===== src/csvt_pkg.sv =====
// shared types, codes and constants of the csv field row tokenizer
`default_nettype none

package csvt_pkg;

  // column limit and the saturation cap of the 8-bit column index
  localparam int MAX_COLUMNS = 256;
  localparam int COL_CAP_INT = ((MAX_COLUMNS - 1) > 255) ? 255 : (MAX_COLUMNS - 1);
  localparam logic [7:0] COL_CAP = 8'(COL_CAP_INT);

  // fixed characters
  localparam logic [7:0] CH_LF = 8'd10;
  localparam logic [7:0] CH_CR = 8'd13;

  // register reset values
  localparam logic [7:0] DELIM_RESET = 8'd44;
  localparam logic [7:0] QUOTE_RESET = 8'd34;

  // register indexes
  localparam logic CFG_DELIMITER = 1'b0;
  localparam logic CFG_QUOTE     = 1'b1;

  // parse mode
  typedef enum logic [2:0] {
    MODE_START       = 3'd0,
    MODE_UNQUOTED    = 3'd1,
    MODE_QUOTED      = 3'd2,
    MODE_AFTER_QUOTE = 3'd3,
    MODE_AFTER_CR    = 3'd4
  } mode_t;

  // result kind
  typedef enum logic [1:0] {
    KIND_DATA  = 2'd0,
    KIND_FIELD = 2'd1,
    KIND_ROW   = 2'd2,
    KIND_ERROR = 2'd3
  } kind_t;

  // one result item without its last flag
  typedef struct packed {
    kind_t      kind;
    logic [7:0] data;
    logic [7:0] col;
  } result_t;

  // everything the decoder says about one byte
  typedef struct packed {
    logic [1:0] count;
    result_t    res0;
    result_t    res1;
    mode_t      mode_nxt;
    logic [7:0] col_nxt;
  } decode_t;

endpackage : csvt_pkg

`default_nettype wire


===== src/csvt_decode.sv =====
// per-byte decode: results and next parse state from one byte and the current state
`default_nettype none

module csvt_decode (
  input  wire logic [7:0]       byte_value,
  input  wire logic             end_of_input,
  input  wire csvt_pkg::mode_t  mode,
  input  wire logic [7:0]       col,
  input  wire logic [7:0]       delim,
  input  wire logic [7:0]       quote,
  output csvt_pkg::decode_t     dec
);
  import csvt_pkg::*;

  mode_t      eff_mode;
  logic       is_lf;
  logic       is_cr;
  logic       is_dl;
  logic       is_q;
  logic [7:0] col_inc;

  // byte classes and saturating column step
  assign is_lf   = (byte_value == CH_LF);
  assign is_cr   = (byte_value == CH_CR);
  assign is_dl   = (byte_value == delim);
  assign is_q    = (byte_value == quote);
  assign col_inc = (col < COL_CAP) ? col + 8'd1 : col;
  assign eff_mode = (mode == MODE_AFTER_CR) ? MODE_START : mode;

  always_comb begin
    dec.count    = 2'd0;
    dec.res0     = '{kind: KIND_DATA, data: byte_value, col: col};
    dec.res1     = '{kind: KIND_ROW, data: 8'd0, col: col};
    dec.mode_nxt = eff_mode;
    dec.col_nxt  = col;

    if (mode == MODE_AFTER_CR && is_lf) begin
      // lf of a crlf pair is swallowed
      dec.mode_nxt = MODE_START;
    end else if (eff_mode == MODE_QUOTED) begin
      if (is_q) begin
        if (end_of_input) begin
          dec.count = 2'd1;
          dec.res0  = '{kind: KIND_ROW, data: 8'd0, col: col};
        end else begin
          dec.mode_nxt = MODE_AFTER_QUOTE;
        end
      end else begin
        dec.count    = end_of_input ? 2'd2 : 2'd1;
        dec.res1     = '{kind: KIND_ERROR, data: 8'd0, col: col};
      end
    end else if (eff_mode == MODE_START && is_q) begin
      // opening quote, error if the file ends here
      dec.mode_nxt = MODE_QUOTED;
      if (end_of_input) begin
        dec.count = 2'd1;
        dec.res0  = '{kind: KIND_ERROR, data: 8'd0, col: col};
      end
    end else if (is_lf || is_cr) begin
      // row end
      dec.count    = 2'd1;
      dec.res0     = '{kind: KIND_ROW, data: 8'd0, col: col};
      dec.col_nxt  = 8'd0;
      dec.mode_nxt = (is_cr && !is_lf) ? MODE_AFTER_CR : MODE_START;
    end else if (is_dl) begin
      // field end, plus a row end at end of input
      dec.count    = end_of_input ? 2'd2 : 2'd1;
      dec.res0     = '{kind: KIND_FIELD, data: 8'd0, col: col};
      dec.res1     = '{kind: KIND_ROW, data: 8'd0, col: col_inc};
      dec.col_nxt  = col_inc;
      dec.mode_nxt = MODE_START;
    end else if (eff_mode == MODE_AFTER_QUOTE) begin
      // skipped byte after a closing quote
      if (end_of_input) begin
        dec.count = 2'd1;
        dec.res0  = '{kind: KIND_ROW, data: 8'd0, col: col};
      end
    end else begin
      // plain data byte, field start or unquoted
      dec.count    = end_of_input ? 2'd2 : 2'd1;
      dec.mode_nxt = MODE_UNQUOTED;
    end

    // end of input restarts the parser
    if (end_of_input) begin
      dec.mode_nxt = MODE_START;
      dec.col_nxt  = 8'd0;
    end
  end

endmodule : csvt_decode

`default_nettype wire


===== src/csv_field_row_tokenizer_core.sv =====
// top level of the csv field row tokenizer: input register, parse state, result register
//
// Usage
//   in_*  : one text byte per beat, in_tlast marks the last byte of a file.
//   out_* : result beats (data byte, end of field, end of row, error);
//           out_tlast marks the final result caused by one input byte.
//   cfg_* : delimiter (index 0) and quote byte (index 1), written while idle.
// Timing
//   a byte is registered on acceptance and decoded in the next cycle; its first
//   result is loaded into the result register once that is free. one byte per
//   cycle is sustained while out_tready is high; a byte with two results holds
//   the input register until its second result loads, since the single result
//   register takes one result per cycle. a byte with no result never waits.
// Reset
//   rst_n is synchronous, active low; the parser returns to field start,
//   column zero, delimiter ',' and quote '"'. no clearing pass is needed.
// Stall
//   while out_tready is low the result is held; the input register still
//   accepts a byte that causes no result, and otherwise fills and then
//   drops in_tready until the result beat moves.
`default_nettype none

module csv_field_row_tokenizer_core (
  input  wire logic        clk,
  input  wire logic        rst_n,
  // input stream
  input  wire logic        in_tvalid,
  output logic             in_tready,
  input  wire logic [7:0]  in_tdata,   // [7:0] byte_value
  input  wire logic        in_tlast,   // end_of_input
  // result stream
  output logic             out_tvalid,
  input  wire logic        out_tready,
  output logic [15:0]      out_tdata,  // [7:0] data_byte, [15:8] column_index
  output logic [1:0]       out_tuser,  // [1:0] kind
  output logic             out_tlast,  // last_of_run
  // configuration
  input  wire logic        cfg_we,
  input  wire logic        cfg_index,
  input  wire logic [7:0]  cfg_wdata
);
  import csvt_pkg::*;

  logic             in_valid_r;
  logic [7:0]       in_byte_r;
  logic             in_last_r;
  mode_t            mode_r;
  mode_t            mode_nxt;
  logic [7:0]       col_r;
  logic [7:0]       col_nxt;
  logic [7:0]       delim_r;
  logic [7:0]       quote_r;
  logic             sub_r;
  logic             sub_nxt;
  logic             out_valid_r;
  logic             out_valid_nxt;
  result_t          out_res_r;
  logic             out_last_r;
  decode_t          dec;
  logic             out_free;
  logic             load_first;
  logic             load_second;
  logic             consume;

  // byte decode against the current state
  csvt_decode u_decode (
    .byte_value   (in_byte_r),
    .end_of_input (in_last_r),
    .mode         (mode_r),
    .col          (col_r),
    .delim        (delim_r),
    .quote        (quote_r),
    .dec          (dec)
  );

  // result sequencing: first result, then the second if there is one
  assign out_free    = !out_valid_r || out_tready;
  assign load_first  = in_valid_r && !sub_r && (dec.count != 2'd0) && out_free;
  assign load_second = in_valid_r && sub_r && out_free;
  assign consume     = in_valid_r &&
                       ((dec.count == 2'd0) || (load_first && dec.count == 2'd1) ||
                        load_second);
  assign in_tready   = !in_valid_r || consume;

  always_comb begin
    sub_nxt       = sub_r;
    out_valid_nxt = out_valid_r;
    mode_nxt      = mode_r;
    col_nxt       = col_r;
    if (out_free) begin
      out_valid_nxt = load_first || load_second;
    end
    if (load_first && dec.count == 2'd2) begin
      sub_nxt = 1'b1;
    end else if (load_second) begin
      sub_nxt = 1'b0;
    end
    if (consume) begin
      mode_nxt = dec.mode_nxt;
      col_nxt  = dec.col_nxt;
    end
  end

  // control registers
  always_ff @(posedge clk) begin
    if (!rst_n) begin
      in_valid_r  <= 1'b0;
      mode_r      <= MODE_START;
      col_r       <= 8'd0;
      sub_r       <= 1'b0;
      out_valid_r <= 1'b0;
      delim_r     <= DELIM_RESET;
      quote_r     <= QUOTE_RESET;
    end else begin
      if (in_tready) begin
        in_valid_r <= in_tvalid;
      end
      mode_r      <= mode_nxt;
      col_r       <= col_nxt;
      sub_r       <= sub_nxt;
      out_valid_r <= out_valid_nxt;
      if (cfg_we) begin
        unique case (cfg_index)
          CFG_DELIMITER: delim_r <= cfg_wdata;
          CFG_QUOTE:     quote_r <= cfg_wdata;
          default:       delim_r <= delim_r;
        endcase
      end
    end
  end

  // payload registers
  always_ff @(posedge clk) begin
    if (in_tready && in_tvalid) begin
      in_byte_r <= in_tdata;
      in_last_r <= in_tlast;
    end
    if (load_first) begin
      out_res_r  <= dec.res0;
      out_last_r <= (dec.count == 2'd1);
    end else if (load_second) begin
      out_res_r  <= dec.res1;
      out_last_r <= 1'b1;
    end
  end

  // result port, data byte zeroed for marks
  assign out_tvalid = out_valid_r;
  assign out_tdata  = {out_res_r.col,
                       (out_res_r.kind == KIND_DATA) ? out_res_r.data : 8'd0};
  assign out_tuser  = out_res_r.kind;
  assign out_tlast  = out_last_r;

  // second phase only while a byte is held
  a_sub_has_byte: assert property (@(posedge clk) disable iff (!rst_n)
    sub_r |-> in_valid_r)
    else $error("second result phase without a held byte");

  // in the second phase the register holds the first, non-final result
  a_sub_first_held: assert property (@(posedge clk) disable iff (!rst_n)
    sub_r |-> (out_valid_r && !out_last_r))
    else $error("second phase without first result pending");

  // end of input restarts the parser
  a_eoi_restart: assert property (@(posedge clk) disable iff (!rst_n)
    (consume && in_last_r) |=> (mode_r == MODE_START && col_r == 8'd0))
    else $error("parser not restarted after end of input");

  // a row end resets the column
  a_after_cr_col: assert property (@(posedge clk) disable iff (!rst_n)
    (mode_r == MODE_AFTER_CR) |-> (col_r == 8'd0))
    else $error("column not cleared after carriage return");

endmodule : csv_field_row_tokenizer_core

`default_nettype wire


===== config.mk =====
export PLATFORM = sky130hd
export DESIGN_NAME = csv_field_row_tokenizer_core
export DESIGN_NICKNAME = d
export VERILOG_FILES = /design/src/csvt_pkg.sv /design/src/csvt_decode.sv /design/src/csv_field_row_tokenizer_core.sv
export SDC_FILE = /design/constraint.sdc
export NUM_CORES = 1
export LEC_CHECK = 0
export BUFFER_PORTS_ARGS = -buffer_cell sky130_fd_sc_hd__buf_2
export CAP_MARGIN = 5
export CELL_PAD_IN_SITES_DETAIL_PLACEMENT = 0
export CELL_PAD_IN_SITES_GLOBAL_PLACEMENT = 1
export CORE_UTILIZATION = 44
export DETAILED_ROUTE_END_ITERATION = 8
export GPL_ROUTABILITY_DRIVEN = 1
export HOLD_SLACK_MARGIN = 0.05
export PLACE_DENSITY = 0.8
export REMOVE_ABC_BUFFERS = 1
export SYNTH_ARGS = -nofsm -noshare
export SYNTH_HDL_FRONTEND = slang
export SYNTH_SLANG_ARGS = --single-unit

===== constraint.sdc =====
create_clock -name clk -period 5 [get_ports clk]
set_input_delay 0.75 -clock clk [delete_from_list [all_inputs] [get_ports clk]]
set_output_delay 0.75 -clock clk [all_outputs]
set_load 0.02 [all_outputs]

==> impl_summary.md, run 1 <==
Outcome
The flow ran to the end, and the final reports show no timing, DRC or antenna violations.

Synthesis
The most instantiated flip-flop cell in the synthesis netlist is sky130_fd_sc_hd__dfxtp_1. The mapped cell area is 0.003333 mm². In the post-synthesis netlist, the biggest area contributors are sky130_fd_sc_hd__edfxtp_1 (25%), sky130_fd_sc_hd__dfxtp_1 (18%), sky130_fd_sc_hd__nand2_1 (6.4%). sky130_fd_sc_hd__edfxtp_1 takes more of the synthesized area than any other cell.

After synthesis, the share of flip-flops with an asynchronous set or reset is 0%. The warning count from the yosys run is 0. The synthesis-stage register bit count is 58. In the post-synthesis netlist, the cell with the most instances is sky130_fd_sc_hd__nand2_1. The count of flip-flops with a built-in enable after synthesis is 28. By count the netlist is led by sky130_fd_sc_hd__nand2_1 (57), sky130_fd_sc_hd__dfxtp_1 (30), sky130_fd_sc_hd__edfxtp_1 (28). Synthesis produced 354 cells. After synthesis, the largest area contributor takes up 25.23% of total cell area.

The number of different library cells used by synthesis comes to 59. Summing the sequential cell areas from Yosys gives 43.24% of the chip area. The average cell area after synthesis is 9.416 µm².

STA
At the pin with the least slew margin, the transition time is 1004 ps. Setup repair after global routing left no endpoint under its margin. The number of setup violations in the final report is 0. The share of the clock period used by the worst path after layout is 81.97%. The number of endpoints with negative hold slack in the final report is 0. The max-slew violation count came to 0.

The sum of negative setup slack is 0 ps. Across the routed clock network, the largest skew measured is 12.08 ps. The minimum period implied by the final worst setup slack is 4098 ps. The worst slew margin relative to its limit is 33.05%. The worst hold-check slack is 469.0 ps. Derived from the worst setup path, the maximum achievable clock frequency is 244.0 MHz.

Finish
The area growth from synthesis to layout is 11.34%. The layout cell share with drive strength beyond 1 is 20.00%. The post-layout net count is 408. The sequential cells in the finished layout cover a total of 0.001441 mm². The number of fill cells is 706. The repair_antennas step left the layout with diodes totalling 0.

The footprint of the multi-input gates is 0.001682 mm².

Global routing
The number of antenna violations at the first check in global routing is 0. The overall track demand over capacity in global routing is 20.21%. Entering global routing, the biggest net connects 26 pins.

The via count of the first global-routing pass is 2437. The first global-routing pass estimated 11910 µm of wire. For this run the aggregate overflow at the end of global routing stands at 0.

Drt
The count of vias placed by the detailed router is 2752. In this run the remaining antenna-violating nets after routing total 0. After detailed routing, the number of remaining DRC violations is 0. The count of TritonRoute iterations in the first routing pass is 5.

Dividing the detail-routed via count by the number of cells gives 5.686. The detail-routed net length per standard cell is 15.62 µm. The first routing iteration left 188 violations. Summed over all layers, the routed wires come to 7559 µm.

Worst setup path
The kind of start point of the critical path is a flop. The critical path class is reg -> out. The startpoint of the worst register-to-register path is in_byte_r[3]. Walking the worst path, the cells encountered are xor2_1 > nor4_1 > and2_2 > ha_1 > and2_1 > a311oi_4 > a211oi_1 > nor2_1 > nand2_1 > buf_2. The top fanout value on the critical path is 12.

The critical path crosses 10 cells after its start point. The required time of the worst setup path is 4250 ps. The end of the critical path is in_tready. Counting both buffers and inverters, the worst setup path holds a total of 1. The arrival time of the worst setup path is 3350 ps. Tracing the worst setup path back leads to its startpoint at in_byte_r[3]. The longest individual stage delay on the worst path is 520 ps. In this run the critical register-to-register path is captured at out_res_r[10]. In this design, the largest share of critical-path delay is due to simple AND/OR/NAND/NOR gates. The critical path capture point type is an output port.

Setup slack on the worst reg-to-reg path comes out at 1250 ps. The cell with the largest stage delay on the worst path is sky130_fd_sc_hd__edfxtp_1. The worst-case reg-to-reg path depth is 8.

Clock network
In this run the number of H-tree levels came out at 3. Counting the buffers created by CTS gives 9. The number of resized instances in the post-cts repair step is 0. The clock-pin slew on the worst setup and hold paths is 60 ps.

Counting along the longest clock path gives a buffer depth of 2. After clock tree synthesis, the flow added hold-fix buffers numbering 0. The number of post-CTS setup repair buffers is 0. The later pin in the worst-skew pair is clocked with a latency of 340 ps.

The clock tree from TritonCTS is done. CTS saw 58 sinks. The buffer type at the clock tree root is sky130_fd_sc_hd__clkbuf_8.

Run
The tool flagged a number of max-cap violations equal to 0.

Floorplan
The row count is 31. The die height is 89.04 µm. The chip width is 89.04 µm. The full die area is 0.007927 mm². Once the floorplan was initialized, standard cells occupied 45.71% of the core. The count of boundary I/O pins is 44.

The placeable core region is 0.007292 mm².

Power
Dividing total power by cell area gives a power density of 301.5 mW/mm². The reported leakage power is 1.431 nW. Across the VDD grid, the largest voltage drop is 0.1389 mV. The post-route total power is 1.119 mW.

Min path
The type of the tightest min-delay check is reg -> reg.

Placed design
The detailed placer's ending HPWL is 5611 µm. The total of buffers placed on input and output ports is 43. The final weighted congestion in routability-driven placement is 0.8144.
## cell type report
type | count | area share (%)
Multi-Input combinational cell | 257 | 45.31
Tap cell | 99 | 3.338
Inverter | 10 | 1.011
Clock inverter | 4 | 1.281
Sequential cell | 58 | 38.84
Clock buffer | 12 | 4.214
Timing Repair Buffer | 44 | 6.001
## logic make-up after synthesis
logic type               Yosys count  synth area share (%)
XOR/XNOR                          20                 5.255
AND/OR/NAND/NOR                  143                 22.86
AO/OA/AOI/OAI                     86                 19.37
multiplexers                       3                0.9759
buffers and inverters             39                 6.419
flip-flops                        58                 43.24
adder cells (fa/ha/maj)            5                 1.877
## per-stage QoR
stage | setup slack (ps) | instance area, µm² | util (%) | instances
floorplan | 1280 | 3157 | - | 325
global placement | 1362 | 3507 | 48.10 | 468
detailed placement | 1239 | 3507 | 48.10 | 468
CTS | 923.8 | 3711 | 50.89 | 484
global route | 675.4 | 3711 | 50.89 | 484
finish | 901.6 | 3711 | 50.89 | 484
## how the worst min path moves through the flow
stage	startpoint	end	slack, ps	depth (start not counted)
after floorplan	quote_r[0]	quote_r[0]	450	2
after global routing	quote_r[7]	quote_r[7]	500	2
after CTS	quote_r[7]	quote_r[7]	470	2
final	quote_r[7]	quote_r[7]	470	2
after global placement	sub_r	sub_r	460	2
after detailed placement	quote_r[7]	quote_r[7]	460	2
## metal layers
layer,share of wire (%),global-route usage [%]
met3,6.4,5.171
met1,49,29.16
met2,44,29.37
met4,1.1,6.926
met5,0,0
## cell usage in the layout, fill, tap and decap left out, types with 3 or more instances in the layout
cell type	instances
sky130_fd_sc_hd__nand3_1	17
sky130_fd_sc_hd__xor2_1	8
sky130_fd_sc_hd__o211a_1	6
sky130_fd_sc_hd__inv_1	10
sky130_fd_sc_hd__o21a_1	4
sky130_fd_sc_hd__a31oi_1	4
sky130_fd_sc_hd__nor3b_1	11
sky130_fd_sc_hd__a31o_2	4
sky130_fd_sc_hd__and2_1	11
sky130_fd_sc_hd__o211ai_1	7
sky130_fd_sc_hd__nor2_1	8
sky130_fd_sc_hd__nand2b_1	3
sky130_fd_sc_hd__nor3_1	9
sky130_fd_sc_hd__edfxtp_1	28
sky130_fd_sc_hd__dfxtp_1	30
sky130_fd_sc_hd__a21o_1	3
sky130_fd_sc_hd__nand4_1	5
sky130_fd_sc_hd__buf_2	43
sky130_fd_sc_hd__o2111ai_1	3
sky130_fd_sc_hd__ha_1	5
sky130_fd_sc_hd__and4_1	5
sky130_fd_sc_hd__xnor2_1	12
sky130_fd_sc_hd__nand2_1	57
sky130_fd_sc_hd__a21oi_1	23
sky130_fd_sc_hd__clkbuf_8	9
sky130_fd_sc_hd__o21ai_0	10
sky130_fd_sc_hd__o211ai_2	3
## tightest hold or removal path: cells and delay by family (launching register included)
| kind | cells | cell delay (ps) |
|---|---|---|
| DFF | 1 | 320 |
| AOI/OAI and AO/OA | 1 | 50 |
| and+or+nand+nor | 1 | 50 |
## flip-flops by register name, indices dropped and copies added, names as in the netlist
name / count
col_r: 8
delim_r: 8
in_byte_r: 8
out_res_r: 8
out_tdata: 8
quote_r: 8
mode_r: 3
out_tuser: 2
in_last_r: 1
in_valid_r: 1
out_tlast: 1
out_tvalid: 1
sub_r: 1
## report_power, final
part | switching [mW] | leakage, nW | total (mW) | internal [mW]
Combinational | 0.0819 | 0.816 | 0.128 | 0.0462
Sequential | 0.0212 | 0.508 | 0.546 | 0.525
Clock | 0.184 | 0.106 | 0.445 | 0.260
Note: power is estimated with default switching activity, not from simulation.
==> inputs of run 2 (changes only) <==
--- a/config.mk
+++ b/config.mk
@@ -9,11 +9,11 @@
 export CAP_MARGIN = 5
 export CELL_PAD_IN_SITES_DETAIL_PLACEMENT = 0
 export CELL_PAD_IN_SITES_GLOBAL_PLACEMENT = 1
-export CORE_UTILIZATION = 44
+export CORE_UTILIZATION = 40
 export DETAILED_ROUTE_END_ITERATION = 8
 export GPL_ROUTABILITY_DRIVEN = 1
 export HOLD_SLACK_MARGIN = 0.05
-export PLACE_DENSITY = 0.8
+export PLACE_DENSITY = 0.77
 export REMOVE_ABC_BUFFERS = 1
 export SYNTH_ARGS = -nofsm -noshare
 export SYNTH_HDL_FRONTEND = slang
==> constraint.sdc (replaced) <==
create_clock -name clk -period 3.4 [get_ports clk]
set_input_delay 0.51 -clock clk [delete_from_list [all_inputs] [get_ports clk]]
set_output_delay 0.51 -clock clk [all_outputs]
set_load 0.02 [all_outputs]
==> run 2 against run 1 <==
Against the previous run:
- worst hold slack got worse by 130 ps
- largest power group unchanged
- register-to-register slack worse by 850 ps
- critical endpoint unchanged
- setup slack worse by 770 ps
- routed wire length grew 5.4%
- global-route usage decreased by 0.65 points
- utilization decreased by 1.8 points
- non-clock buffer count increased by 19
==> impl_summary.md, run 2 (synthesis results as in run 1) <==
Outcome
Status: finished, final reports clean (unchanged).

Finish
The footprint of the flip-flops and latches is 0.001441 mm² (unchanged). The number of fill cells is 742 (was 706). The most common cell after layout, fill and taps aside is sky130_fd_sc_hd__nand2_1 (unchanged). The layout cell share with drive strength beyond 1 came to 25.50% (was 20.00%). The final standard cell utilization of the core was 49.11% (was 50.89%). The post-layout net count is 427 (was 408). The count of antenna diodes in the layout is 0 (unchanged). The area overhead of the layout relative to synthesis was 16.22% (was 11.34%). The footprint of the multi-input gates is 0.001727 mm² (was 0.001682 mm²). Most frequent cells in the layout: sky130_fd_sc_hd__nand2_1 (57), sky130_fd_sc_hd__buf_2 (42), sky130_fd_sc_hd__dfxtp_1 (30), sky130_fd_sc_hd__edfxtp_1 (28), sky130_fd_sc_hd__a21oi_1 (23) (was sky130_fd_sc_hd__nand2_1 (57), sky130_fd_sc_hd__buf_2 (43), sky130_fd_sc_hd__dfxtp_1 (30), sky130_fd_sc_hd__edfxtp_1 (28), sky130_fd_sc_hd__a21oi_1 (23)). The final instance count without filler cells came to 506 (was 484).

Clock network
The count of H-tree levels built during CTS is 3 (unchanged). The buffer type at the clock tree root is sky130_fd_sc_hd__clkbuf_8 (unchanged). The total CTS buffers came to 9 (unchanged). The number of hold buffers added after CTS is 0 (unchanged). The clock latency at the later pin of the worst-skew pair was 340 ps (about the same). The number of buffers on the longest clock path was 2 (unchanged). The clock tree from TritonCTS was done (unchanged). The clock-pin slew on the worst setup and hold paths is 70 ps (was 60 ps). The number of sinks on the clock net is 58 (unchanged).

Floorplan
The die height is 93.29 µm (was 89.04 µm). The count of boundary I/O pins is 44 (unchanged). The row count is 32 (was 31). The chip width came to 93.29 µm (was 89.04 µm).

The full die area came to 0.008702 mm² (was 0.007927 mm²). The placeable core region is 0.007888 mm² (was 0.007292 mm²). The initial core utilization came to 42.26% (was 45.71%).

Worst setup path
The number of buffers and inverters on the critical path was 1 (unchanged). The critical path capture point type is an output port (unchanged). The required time of the worst setup path is 2890 ps (was 4250 ps). The critical path class is reg -> out (unchanged). The longest individual stage delay on the worst path is 490 ps (was 520 ps). Worst path cell trace: xor2_1 > nor4_2 > and2_4 > ha_4 > and2_4 > a311oi_4 > a211oi_2 > nor2_2 > nand2_1 > buf_6 (was xor2_1 > nor4_1 > and2_2 > ha_1 > and2_1 > a311oi_4 > a211oi_1 > nor2_1 > nand2_1 > buf_2). The most common cell type on the critical path is sky130_fd_sc_hd__and2_4. The family of cells with the greatest summed delay on the critical path is simple AND/OR/NAND/NOR gates (unchanged). The arrival time of the worst setup path was 2760 ps (was 3350 ps).

The kind of start point of the critical path is a flop (unchanged). The cell with the largest stage delay on the worst path was sky130_fd_sc_hd__edfxtp_1 (unchanged). The top fanout value on the critical path is 6 (was 12).

Placed design
The final weighted congestion in routability-driven placement was 0.8455 (was 0.8144). The total of buffers placed on input and output ports was 43 (unchanged). The detailed placer's ending HPWL is 5772 µm (was 5611 µm). The number of instances in the placed design came to 481 (was 468).

STA
The number of endpoints with negative hold slack in the final report was 0 (unchanged). For this run, the top clock speed supported by timing is 306.0 MHz. RSZ-0062 raised after global routing: true (was false). Subtracting the final worst setup slack from the clock period gives 3268 ps. The max-slew violation count was 0 (unchanged). The share of the clock period used by the worst path after layout is 96.11%. The worst hold-check slack came to 339.1 ps (was 469.0 ps).

The final setup skew was 9.826 ps (was 12.08 ps). The slew at the pin with the worst max-slew slack is 791.4 ps (was 1004 ps). The worst slew margin relative to its limit was 46.96% (was 33.05%). The number of setup violations in the final report is 0 (unchanged).

Power
The power density of the placed cells is 403.7 mW/mm² (was 301.5 mW/mm²). The reported leakage power is 1.516 nW (was 1.431 nW). The peak supply drop was 0.2215 mV (was 0.1389 mV). The post-route total power came to 1.564 mW (was 1.119 mW).

Min path
The type of the tightest min-delay check is in -> reg (was reg -> reg).

Drt
The violation count after the first detailed-route iteration came to 213 (was 188). The remaining design rule violation count came to 0 (unchanged). The count of vias placed by the detailed router is 2810 (was 2752). The count of TritonRoute iterations in the first routing pass is 5 (unchanged).

The detailed-route vias per instance is 5.553 (was 5.686). The total wire length after detailed routing is 7968 µm (was 7559 µm). The detail-routed net length per standard cell came to 15.75 µm (was 15.62 µm). The final antenna-violating net count is 0 (unchanged).

Run
The number of max-capacitance violations reported is 0 (unchanged).

Global routing
The number of antenna violations at the first check in global routing came to 0 (unchanged). The total overflow reported by the global router is 0 (unchanged). The maximum number of pins on one net before global-route repair is 26 (unchanged). The overall track demand over capacity in global routing is 19.56% (was 20.21%). The via count of the first global-routing pass is 2582 (was 2437). The global-route wire length before repair is 13000 µm (was 11910 µm).
## run 2: layout make-up
class | count | share of cell area, %
Clock buffer | 9 | 3.198
Sequential cell | 58 | 37.21
Multi-Input combinational cell | 257 | 44.57
Tap cell | 102 | 3.295
Timing Repair Buffer | 63 | 9.593
Clock inverter | 7 | 1.163
Inverter | 10 | 0.9690
## run 2: where the power goes
part	internal, mW	total, mW	switching (mW)
Sequential	0.771	0.797	0.0261
Clock	0.261	0.546	0.285
Combinational	0.0852	0.221	0.135
## run 2: path summary, 6_finish.rpt
| kind | cells past startpoint | slack [ps] | to | start |
|---|---|---|---|---|
| min reg2reg | 2 | 480 | delim_r[7] | delim_r[7] |
| min | 1 | 340 | in_byte_r[0] | in_tdata[0] |
| max | 10 | 130 | in_tready | in_byte_r[0] |
| max reg2reg | 10 | 400 | out_tuser[0] | in_byte_r[0] |
## run 2: metrics by stage
| stage | cell area (µm²) | setup WS, ps | TNS (ps) |
|---|---|---|---|
| 3_3_place_gp | 3586 | 375.0 | 0 |
| 3_5_place_dp | 3586 | 246.5 | 0 |
| 6_report | 3874 | 132.2 | 0 |
| 2_1_floorplan | 3157 | -319.7 | -6230 |
| 5_1_grt | 3874 | -60.77 | -60.77 |
| 4_1_cts | 3806 | 10.39 | 0 |
## run 2: layer usage
metal  up-vias  GRT usage [%]  routed length, µm
li1       1373              -                  -
met1      1344          27.99               4019
met2        83          28.13               3497
met3        10          5.528                341
met4         0          6.538                109
met5         -              0                  0
## run 2: what timing repair did
| item | CTS | global route |
|---|---|---|
| gates resized for setup | 1 | 9 |
| setup endpoints to repair | 1 | 1 |
| pin swaps | 1 | 5 |
| endpoints found under the hold margin | 0 | 0 |
| buffers inserted | 6 | 3 |
